`config.mk`:
```
export PLATFORM = sky130hd
export DESIGN_NAME = joint_smoothing_slew_limiter_top
export DESIGN_NICKNAME = d
export VERILOG_FILES = /design/src/rtl/jssl_pkg.sv /design/src/rtl/jssl_mul.sv /design/src/rtl/joint_smoothing_slew_limiter_top.sv
export SDC_FILE = /design/constraint.sdc
export NUM_CORES = 2
export LEC_CHECK = 0
export ABC_AREA = 1
export BUFFER_PORTS_ARGS = -buffer_cell sky130_fd_sc_hd__buf_4
export CORE_MARGIN = 2
export CORE_UTILIZATION = 58
export DETAILED_ROUTE_END_ITERATION = 16
export GPL_ROUTABILITY_DRIVEN = 1
export PLACE_DENSITY = 0.75
export SETUP_SLACK_MARGIN = 0.5
export SLEW_MARGIN = 25
export SYNTH_ARGS = -nofsm -noshare
export SYNTH_HDL_FRONTEND = slang
export SYNTH_HIERARCHICAL = 1
export SYNTH_SLANG_ARGS = --single-unit
```
`constraint.sdc`:
```
create_clock -name aclk -period 9.3 [get_ports aclk]
set_clock_uncertainty 0.2 [all_clocks]
set_input_delay 1.86 -clock aclk [delete_from_list [all_inputs] [get_ports aclk]]
set_output_delay 1.86 -clock aclk [all_outputs]
set_load 0.02 [all_outputs]
```
`src/rtl/jssl_pkg.sv`:
```
package jssl_pkg;

    localparam int ANGLE_W  = 20;
    localparam int ALPHA_W  = 16;
    localparam int VEL_W    = 20;
    localparam int PERIOD_W = 16;

    localparam int DEF_ARM_COUNT      = 2;
    localparam int DEF_JOINTS_PER_ARM = 7;

    // config port
    localparam int CFG_ADDR_W = 1;
    localparam int CFG_DATA_W = 20;
    localparam logic [CFG_ADDR_W-1:0] REG_SMOOTHING_WEIGHT = 1'd0;
    localparam logic [CFG_ADDR_W-1:0] REG_MAX_VELOCITY     = 1'd1;

    localparam logic [ALPHA_W-1:0] ALPHA_RESET = 16'd9830;
    localparam logic [VEL_W-1:0]   VEL_RESET   = 20'd131072;
    localparam logic [ALPHA_W-1:0] ALPHA_MIN   = 16'd328;
    localparam logic [ALPHA_W-1:0] ALPHA_ONE   = 16'd32768;

    // round(2^40 / 1e6)
    localparam int RECIP_W = 21;
    localparam logic [RECIP_W-1:0] RECIP_1E6 = 21'd1099512;

    localparam logic signed [ANGLE_W+1:0] ANGLE_MAX = 22'sd524287;
    localparam logic signed [ANGLE_W+1:0] ANGLE_MIN = -22'sd524288;

    // shared multiplier operand widths
    localparam int MUL_A_W = 22;
    localparam int MUL_B_W = 19;
    localparam int MUL_P_W = MUL_A_W + MUL_B_W;

    // velocity * period product is split at this bit for the reciprocal multiply
    localparam int PROD_W  = VEL_W + PERIOD_W;
    localparam int SPLIT   = 18;
    localparam int MDELTA_W = 18;
    // reciprocal times upper half, and the shift left over after the split
    localparam int RHI_P_W  = RECIP_W + PROD_W - SPLIT;
    localparam int MD_SHIFT = 40 - SPLIT;

    typedef enum logic [1:0] {
        KIND_TICK   = 2'd0,
        KIND_TARGET = 2'd1,
        KIND_SEED   = 2'd2
    } kind_t;

    typedef enum logic [3:0] {
        S_IDLE,
        S_DECODE,
        S_VEL,
        S_RLO,
        S_RHI,
        S_MD,
        S_ARM,
        S_MUL,
        S_CALC
    } state_t;

endpackage

```
`src/rtl/jssl_mul.sv`:
```
module jssl_mul (
    input  logic                                 aclk,
    input  logic signed [jssl_pkg::MUL_A_W-1:0] op_a,
    input  logic signed [jssl_pkg::MUL_B_W-1:0] op_b,
    output logic signed [jssl_pkg::MUL_P_W-1:0] prod_reg
);
    import jssl_pkg::*;

    logic signed [MUL_P_W-1:0] prod_next;

    assign prod_next = op_a * op_b;

    always_ff @(posedge aclk) begin
        prod_reg <= prod_next;
    end

endmodule

```
`src/rtl/joint_smoothing_slew_limiter_top.sv`:
```
// Joint command smoother with slew limit. Each joint's command moves toward its
// target by alpha (Q1.15) per tick, then the step is clamped to
// max_velocity * period_us / 1e6 and saturated to the Q3.16 angle range. All
// products go through one registered multiplier under a small sequencer, and
// the block takes no new item until the current one is done. A target item is
// stored in the decode state; a seed item also loads a result there and waits
// while the result port stalls. A tick first forms the step limit with three
// multiplies, then checks each arm in turn, and for each joint of a valid arm
// multiplies, then clamps and writes back; a stalled result port holds the tick.
module joint_smoothing_slew_limiter_top #(
    parameter int ARM_COUNT      = jssl_pkg::DEF_ARM_COUNT,
    parameter int JOINTS_PER_ARM = jssl_pkg::DEF_JOINTS_PER_ARM
) (
    input  logic                                aclk,
    input  logic                                aresetn,
    // config
    input  logic                                cfg_wr_en,
    input  logic [jssl_pkg::CFG_ADDR_W-1:0]     cfg_addr,
    input  logic [jssl_pkg::CFG_DATA_W-1:0]     cfg_wdata,
    // input items
    input  logic                                s_tvalid,
    output logic                                s_tready,
    // arm_index[0], joint_index[3:1], angle_value[23:4], period_us[39:24]
    input  logic [39:0]                         s_tdata,
    // kind[1:0]
    input  logic [1:0]                          s_tuser,
    // set_complete
    input  logic                                s_tlast,
    // result items
    output logic                                m_tvalid,
    input  logic                                m_tready,
    // out_arm[0], out_joint[3:1], command_angle[23:4]
    output logic [23:0]                         m_tdata,
    // last_command
    output logic                                m_tlast
);
    import jssl_pkg::*;

    localparam int TOTAL = ARM_COUNT * JOINTS_PER_ARM;
    localparam int IDX_W = (TOTAL > 1) ? $clog2(TOTAL) : 1;
    localparam int ARM_W = (ARM_COUNT > 1) ? $clog2(ARM_COUNT) : 1;
    localparam int JNT_W = (JOINTS_PER_ARM > 1) ? $clog2(JOINTS_PER_ARM) : 1;

    state_t state_reg, state_next;

    logic [ALPHA_W-1:0] weight_reg;
    logic [VEL_W-1:0]   max_vel_reg;

    logic signed [ANGLE_W-1:0] smooth_reg [TOTAL];
    logic signed [ANGLE_W-1:0] tgt_reg    [TOTAL];
    logic [ARM_COUNT-1:0]      arm_valid_reg;

    logic [ARM_W-1:0] arm_reg;
    logic [JNT_W-1:0] joint_reg;

    // captured item
    kind_t                     item_kind_reg;
    logic                      item_arm_reg;
    logic [2:0]                item_joint_reg;
    logic signed [ANGLE_W-1:0] item_angle_reg;
    logic                      item_done_reg;
    logic [PERIOD_W-1:0]       item_period_reg;

    logic [PROD_W-SPLIT-1:0] prod_hi_reg;
    logic [RECIP_W-1:0]      lo_reg;
    logic [MDELTA_W-1:0]     mdelta_reg;

    logic                      m_tvalid_reg;
    logic                      out_arm_reg;
    logic [2:0]                out_joint_reg;
    logic signed [ANGLE_W-1:0] out_angle_reg;
    logic                      out_last_reg;

    logic signed [MUL_A_W-1:0] mul_a;
    logic signed [MUL_B_W-1:0] mul_b;
    logic signed [MUL_P_W-1:0] prod;

    logic s_acc;
    logic out_free;
    logic out_load;
    logic item_ok;
    logic arm_last;
    logic joint_last;
    logic valid_above;
    logic calc_last;

    logic [IDX_W-1:0]          idx;
    logic [IDX_W-1:0]          item_idx;
    logic signed [ANGLE_W-1:0] cur;
    logic signed [ANGLE_W-1:0] tgt;
    logic signed [ANGLE_W:0]   diff;
    logic [ALPHA_W-1:0]        alpha_eff;
    logic [RHI_P_W:0]          md_sum;
    logic signed [MUL_P_W-1:0] round_sum;
    logic signed [ANGLE_W+1:0] delta;
    logic signed [ANGLE_W+1:0] md_s;
    logic signed [ANGLE_W+1:0] dcl;
    logic signed [ANGLE_W+1:0] new_sum;
    logic signed [ANGLE_W-1:0] new_angle;

    jssl_mul u_mul (
        .aclk     (aclk),
        .op_a     (mul_a),
        .op_b     (mul_b),
        .prod_reg (prod)
    );

    assign s_tready = (state_reg == S_IDLE);
    assign s_acc    = s_tvalid && s_tready;
    assign out_free = !m_tvalid_reg || m_tready;

    assign m_tvalid = m_tvalid_reg;
    assign m_tdata  = {out_angle_reg, out_joint_reg, out_arm_reg};
    assign m_tlast  = out_last_reg;

    assign item_ok  = (int'(item_arm_reg) < ARM_COUNT) &&
                      (int'(item_joint_reg) < JOINTS_PER_ARM);
    assign item_idx = IDX_W'(int'(item_arm_reg) * JOINTS_PER_ARM + int'(item_joint_reg));
    assign idx      = IDX_W'(int'(arm_reg) * JOINTS_PER_ARM + int'(joint_reg));

    assign arm_last   = (arm_reg == ARM_W'(ARM_COUNT - 1));
    assign joint_last = (joint_reg == JNT_W'(JOINTS_PER_ARM - 1));

    always_comb begin
        valid_above = 1'b0;
        for (int k = 0; k < ARM_COUNT; k++) begin
            if (k > int'(arm_reg) && arm_valid_reg[k]) begin
                valid_above = 1'b1;
            end
        end
    end

    assign calc_last = joint_last && !valid_above;

    always_comb begin
        if (weight_reg < ALPHA_MIN) begin
            alpha_eff = ALPHA_MIN;
        end else if (weight_reg > ALPHA_ONE) begin
            alpha_eff = ALPHA_ONE;
        end else begin
            alpha_eff = weight_reg;
        end
    end

    assign cur  = smooth_reg[idx];
    assign tgt  = tgt_reg[idx];
    assign diff = {tgt[ANGLE_W-1], tgt} - {cur[ANGLE_W-1], cur};

    // max step = (hi * R * 2^18 + lo * R) >> 40 = (hi * R + (lo * R >> 18)) >> 22
    assign md_sum = {1'b0, prod[RHI_P_W-1:0]}
                    + {{(RHI_P_W+1-RECIP_W){1'b0}}, lo_reg};

    // alpha * (target - smoothed), rounded, is the unlimited step
    assign round_sum = prod + MUL_P_W'(16384);
    assign delta     = round_sum[ANGLE_W+16:15];
    assign md_s      = {{(ANGLE_W+2-MDELTA_W){1'b0}}, mdelta_reg};

    always_comb begin
        if (delta > md_s) begin
            dcl = md_s;
        end else if (delta < -md_s) begin
            dcl = -md_s;
        end else begin
            dcl = delta;
        end
    end

    assign new_sum = {{2{cur[ANGLE_W-1]}}, cur} + dcl;

    always_comb begin
        if (new_sum > ANGLE_MAX) begin
            new_angle = ANGLE_MAX[ANGLE_W-1:0];
        end else if (new_sum < ANGLE_MIN) begin
            new_angle = ANGLE_MIN[ANGLE_W-1:0];
        end else begin
            new_angle = new_sum[ANGLE_W-1:0];
        end
    end

    // next state
    always_comb begin
        state_next = state_reg;
        case (state_reg)
            S_IDLE: begin
                if (s_acc) state_next = S_DECODE;
            end
            S_DECODE: begin
                case (item_kind_reg)
                    KIND_TICK:   state_next = S_VEL;
                    KIND_TARGET: state_next = S_IDLE;
                    KIND_SEED: begin
                        if (!item_ok || out_free) state_next = S_IDLE;
                    end
                    default:     state_next = S_IDLE;
                endcase
            end
            S_VEL: state_next = S_RLO;
            S_RLO: state_next = S_RHI;
            S_RHI: state_next = S_MD;
            S_MD:  state_next = S_ARM;
            S_ARM: begin
                if (arm_valid_reg[arm_reg]) begin
                    state_next = S_MUL;
                end else if (arm_last) begin
                    state_next = S_IDLE;
                end
            end
            S_MUL: state_next = S_CALC;
            S_CALC: begin
                if (out_free) begin
                    if (!joint_last) begin
                        state_next = S_MUL;
                    end else if (arm_last) begin
                        state_next = S_IDLE;
                    end else begin
                        state_next = S_ARM;
                    end
                end
            end
            default: state_next = S_IDLE;
        endcase
    end

    // multiplier operands and result load
    always_comb begin
        mul_a    = '0;
        mul_b    = '0;
        out_load = 1'b0;
        case (state_reg)
            S_DECODE: begin
                out_load = (item_kind_reg == KIND_SEED) && item_ok && out_free;
            end
            S_VEL: begin
                mul_a = {{(MUL_A_W-VEL_W){1'b0}}, max_vel_reg};
                mul_b = {{(MUL_B_W-PERIOD_W){1'b0}}, item_period_reg};
            end
            S_RLO: begin
                mul_a = {{(MUL_A_W-RECIP_W){1'b0}}, RECIP_1E6};
                mul_b = {{(MUL_B_W-SPLIT){1'b0}}, prod[SPLIT-1:0]};
            end
            S_RHI: begin
                mul_a = {{(MUL_A_W-RECIP_W){1'b0}}, RECIP_1E6};
                mul_b = {{(MUL_B_W-PROD_W+SPLIT){1'b0}}, prod_hi_reg};
            end
            S_MUL: begin
                mul_a = {diff[ANGLE_W], diff};
                mul_b = {{(MUL_B_W-ALPHA_W){1'b0}}, alpha_eff};
            end
            S_CALC: begin
                // keep the joint's product alive while the result port stalls
                mul_a    = {diff[ANGLE_W], diff};
                mul_b    = {{(MUL_B_W-ALPHA_W){1'b0}}, alpha_eff};
                out_load = out_free;
            end
            default: begin
                out_load = 1'b0;
            end
        endcase
    end

    // control and state storage
    always_ff @(posedge aclk) begin
        if (!aresetn) begin
            state_reg     <= S_IDLE;
            weight_reg    <= ALPHA_RESET;
            max_vel_reg   <= VEL_RESET;
            arm_valid_reg <= '0;
            arm_reg       <= '0;
            joint_reg     <= '0;
            m_tvalid_reg  <= 1'b0;
            for (int i = 0; i < TOTAL; i++) begin
                smooth_reg[i] <= '0;
                tgt_reg[i]    <= '0;
            end
        end else begin
            state_reg <= state_next;

            if (cfg_wr_en) begin
                case (cfg_addr)
                    REG_SMOOTHING_WEIGHT: weight_reg  <= cfg_wdata[ALPHA_W-1:0];
                    REG_MAX_VELOCITY:     max_vel_reg <= cfg_wdata[VEL_W-1:0];
                    default: ;
                endcase
            end

            if (out_load) begin
                m_tvalid_reg <= 1'b1;
            end else if (m_tready) begin
                m_tvalid_reg <= 1'b0;
            end

            if (state_reg == S_DECODE && item_ok) begin
                if (item_kind_reg == KIND_TARGET) begin
                    tgt_reg[item_idx] <= item_angle_reg;
                    if (item_done_reg) arm_valid_reg[ARM_W'(item_arm_reg)] <= 1'b1;
                end else if (item_kind_reg == KIND_SEED && out_free) begin
                    tgt_reg[item_idx]    <= item_angle_reg;
                    smooth_reg[item_idx] <= item_angle_reg;
                    arm_valid_reg[ARM_W'(item_arm_reg)] <= 1'b0;
                end
            end

            if (state_reg == S_MD) begin
                arm_reg   <= '0;
                joint_reg <= '0;
            end

            if (state_reg == S_ARM && !arm_valid_reg[arm_reg] && !arm_last) begin
                arm_reg <= arm_reg + 1'b1;
            end

            if (state_reg == S_CALC && out_free) begin
                smooth_reg[idx] <= new_angle;
                if (joint_last) begin
                    joint_reg <= '0;
                    if (!arm_last) arm_reg <= arm_reg + 1'b1;
                end else begin
                    joint_reg <= joint_reg + 1'b1;
                end
            end
        end
    end

    // payload
    always_ff @(posedge aclk) begin
        if (s_acc) begin
            item_kind_reg   <= kind_t'(s_tuser);
            item_arm_reg    <= s_tdata[0];
            item_joint_reg  <= s_tdata[3:1];
            item_angle_reg  <= s_tdata[23:4];
            item_period_reg <= s_tdata[39:24];
            item_done_reg   <= s_tlast;
        end
        if (state_reg == S_RLO) begin
            prod_hi_reg <= prod[PROD_W-1:SPLIT];
        end
        if (state_reg == S_RHI) begin
            lo_reg <= prod[SPLIT+RECIP_W-1:SPLIT];
        end
        if (state_reg == S_MD) begin
            mdelta_reg <= md_sum[MD_SHIFT+MDELTA_W-1:MD_SHIFT];
        end
        if (out_load) begin
            if (state_reg == S_CALC) begin
                out_arm_reg   <= arm_reg[0];
                out_joint_reg <= 3'(joint_reg);
                out_angle_reg <= new_angle;
                out_last_reg  <= calc_last;
            end else begin
                out_arm_reg   <= item_arm_reg;
                out_joint_reg <= item_joint_reg;
                out_angle_reg <= item_angle_reg;
                out_last_reg  <= 1'b1;
            end
        end
    end

    // product feeding the clamp comes from the joint's own multiply
    a_calc_after_mul: assert property (@(posedge aclk) disable iff (!aresetn)
        (state_reg == S_CALC) |-> ($past(state_reg) == S_MUL || $past(state_reg) == S_CALC))
        else $error("clamp stage entered without a joint multiply");

    a_step_limited: assert property (@(posedge aclk) disable iff (!aresetn)
        (state_reg == S_CALC) |-> (dcl <= md_s && dcl >= -md_s))
        else $error("joint step exceeds slew limit");

    // only invalid arms may still be scanned after the final command
    a_last_ends_tick: assert property (@(posedge aclk) disable iff (!aresetn)
        (state_reg == S_CALC && out_free && calc_last)
        |=> (state_reg == S_IDLE || state_reg == S_ARM))
        else $error("tick continued after its final command");

    a_valid_stable_in_tick: assert property (@(posedge aclk) disable iff (!aresetn)
        (state_reg == S_ARM || state_reg == S_MUL || state_reg == S_CALC)
        |=> $stable(arm_valid_reg))
        else $error("arm valid marks changed during a tick");

    a_no_take_while_busy: assert property (@(posedge aclk) disable iff (!aresetn)
        (state_reg == S_CALC && !out_free) |=> (state_reg == S_CALC && !s_tready))
        else $error("sequencer moved while a result was blocked");

endmodule
```
==> results.toml <==
[pwr]
swShare = 0.474
vdd_drop_max_mv = 0.405
switching_power_mw = 10.9
power.share.combinational = 0.631
finalPower_mw = 23.0
p_leak_nw = 30.0
pwr-share-clk = 0.153
p_per_area_mw_per_mm2 = 344
pwr-share-seq = 0.216
internal_power_mw = 12.1

[sta]
hold_slack_ns = 0.287
rsz0062_at_grt = "true"
final-setup-viol-count = 28
slew_violations = 0
finalCritPeriodShare = 1.09
tns_ns = -17.50
timing.final.ws_setup_ns = -0.878
worst_pin_slew_ns = 1.09
max_freq_ghz = 0.0983
hold_violations = 0
fin_crit_ns = 10.18
slew_headroom = 0.271

[global_route]
grt_use_total = 0.348
grt_use_met2 = 0.548
grt_antenna_before_repair = 4
met1_usage = 0.474
gr-max-usage-layer = "met2"
grt.overflow.total = 0
grt_use_met3 = 0.0628
grt_max_degree = 89
first_global_vias = 46127
grt_first_pass_wirelength_mm = 266

[final_layout]
drive_above_1_share = 0.200
nets = 7215
multiInputGateArea_mm2 = 0.0294
syn2layout_area_growth_pct = 17.5
finish.utilization = 0.690
final-seq-area_mm2 = 0.0247
fill_cells = 7129

[clocking]
clkSlewWorstSetupHoldPaths_ns = 0.06
cts_tree = "yes"
numCtsBuffers = 87
cts_sinks = 851
clk_latency_ns = 0.69
cts.hold.buffers_added = 0
root_buffer = "clkbuf_16"
cts.htree.levels = 3
clk_path_buf_depth = 3

[setup_path]
criticalPathCategory = "reg2reg"
start_kind = "register"
critPathCaptureType = "register"
worstReg2RegEnd = "u_mul/prod_reg[36]"
rr_startpoint = "arm_last"
critPathArrivalTime_ns = 10.55
critPathRequiredTime_ns = 9.67
crit_end = "u_mul/prod_reg[36]"
reg2reg_slack_ns = -0.88
critical_path_peak_fanout = 7
crit_path_start = "arm_last"
r2r_cells = 52
critical-path-max-stage-delay_ns = 0.82
cpMaxStageDelayCell = "fa_4"

[floorplanning]
start_util = 0.587
die_y_um = 317
dieArea_mm2 = 0.101
die_w_um = 317
io_pins = 96
rows = 114
core_mm2 = 0.0970

[hold_path]
min_path_type = "reg2reg"
hold_depth = 2

[routing]
num_vias = 46494
via_per_inst = 5.92
drtIter0Drc = 5945
drtAntennaViolNets = 0
routedWlPerCell_um = 22.1
wirelength_mm = 174
first_pass_iters = 6
drc = 0

[logic_synthesis]
synth_area_per_cell_um2 = 9.19
ys_warn_count = 6
synth_area_mm2 = 0.0569
synth_cells = 6194

[status]
violations = "negative setup slack"
outcome = "finished, violations left"

[run]
drv_cap = 0

[placement]
dp.final_hpwl_mm = 124
io_buffers = 95
finalWeightedCongestion = 0.942
-- per-layer routing --
| metal | wire length (um) | part of all wire |
|---|---|---|
| met2 | 80100 | 0.46 |
| met4 | 8320 | 0.048 |
| met3 | 17800 | 0.10 |
| met5 | 34 | 0.00020 |
| met1 | 67300 | 0.39 |
-- cells in the final DEF (no fill, tap or decap), drive strengths merged, types with 5 or more instances in the layout --
cell and instances:
nor2 1179, nand2 1044, inv 933, edfxtp 765
buf 577, o21ai 450, fa 418, ha 219
nand3 132, a21oi 124, clkbuf 108, o221ai 99
dfxtp 86, o211ai 72, o22ai 63, xor2 62
nand4 39, clkinv 38, nor3 36, a31oi 24
xnor2 15, or2 12, o21bai 10, nor4 8
a21o 6, bufinv 6, a211oi 5, a22oi 5
o2111ai 5, a21boi 5
-- worst min path at each step --
| stage | startpoint | to | slack, ns |
|---|---|---|---|
| 2_1_floorplan | u_mul/prod_reg[22] | lo_reg[4] | 0.22 |
| 3_3_place_gp | max_vel_reg[17] | max_vel_reg[17] | 0.26 |
| 3_5_place_dp | max_vel_reg[17] | max_vel_reg[17] | 0.26 |
| 4_1_cts | weight_reg[13] | weight_reg[13] | 0.29 |
| 5_1_grt | weight_reg[1] | weight_reg[1] | 0.31 |
| 6_report | weight_reg[13] | weight_reg[13] | 0.29 |
-- layout make-up --
type / instances / share of cell area
clock buffer: 107 / 0.0347
inverter: 929 / 0.0526
antenna: 1 / 0.0000374
clock inverter: 51 / 0.00776
sequential: 851 / 0.369
timing repair buffer: 578 / 0.0724
timing repair inverter: 1 / 0.000168
multi-input combinational: 4061 / 0.439
tap: 1276 / 0.0239
-- per-stage QoR --
step                      instances  setup slack [ns]  cell area (um^2)
after floorplan                6195             0.104             57700
after global placement         7632            -0.881             61800
after detailed placement       7632             -1.03             61900
after CTS                      7839            -0.626             66500
after global routing           7854             -1.21             66900
final                          7855            -0.878             66900
-- critical path: cells and delay by family, from the launching register on --
kind / cells / cell delay [ns]
adders and majority gates: 11 / 4.88
and+or+nand+nor: 16 / 1.58
AOI/OAI and AO/OA: 9 / 1.31
DFF: 1 / 0.37
buffers and inverters: 16 / 1.71
-- power groups by stage --
stage / clock [mW] / combinational (mW) / sequential, mW
finish: 3.53 / 14.5 / 4.97
global route: 3.68 / 15.6 / 4.99
CTS: 3.52 / 13.9 / 4.96
detailed placement: 0 / 12.6 / 5.04
global placement: 0 / 12.4 / 5.03
floorplan: 0 / 7.87 / 4.91
-- repair_timing --
action,in CTS,in global routing
pin swaps,154,62
gates resized for setup,301,78
setup endpoints to repair,29,49
cloned,4,1
buffers inserted,45,14
Note: power is estimated with default switching activity, not from simulation.
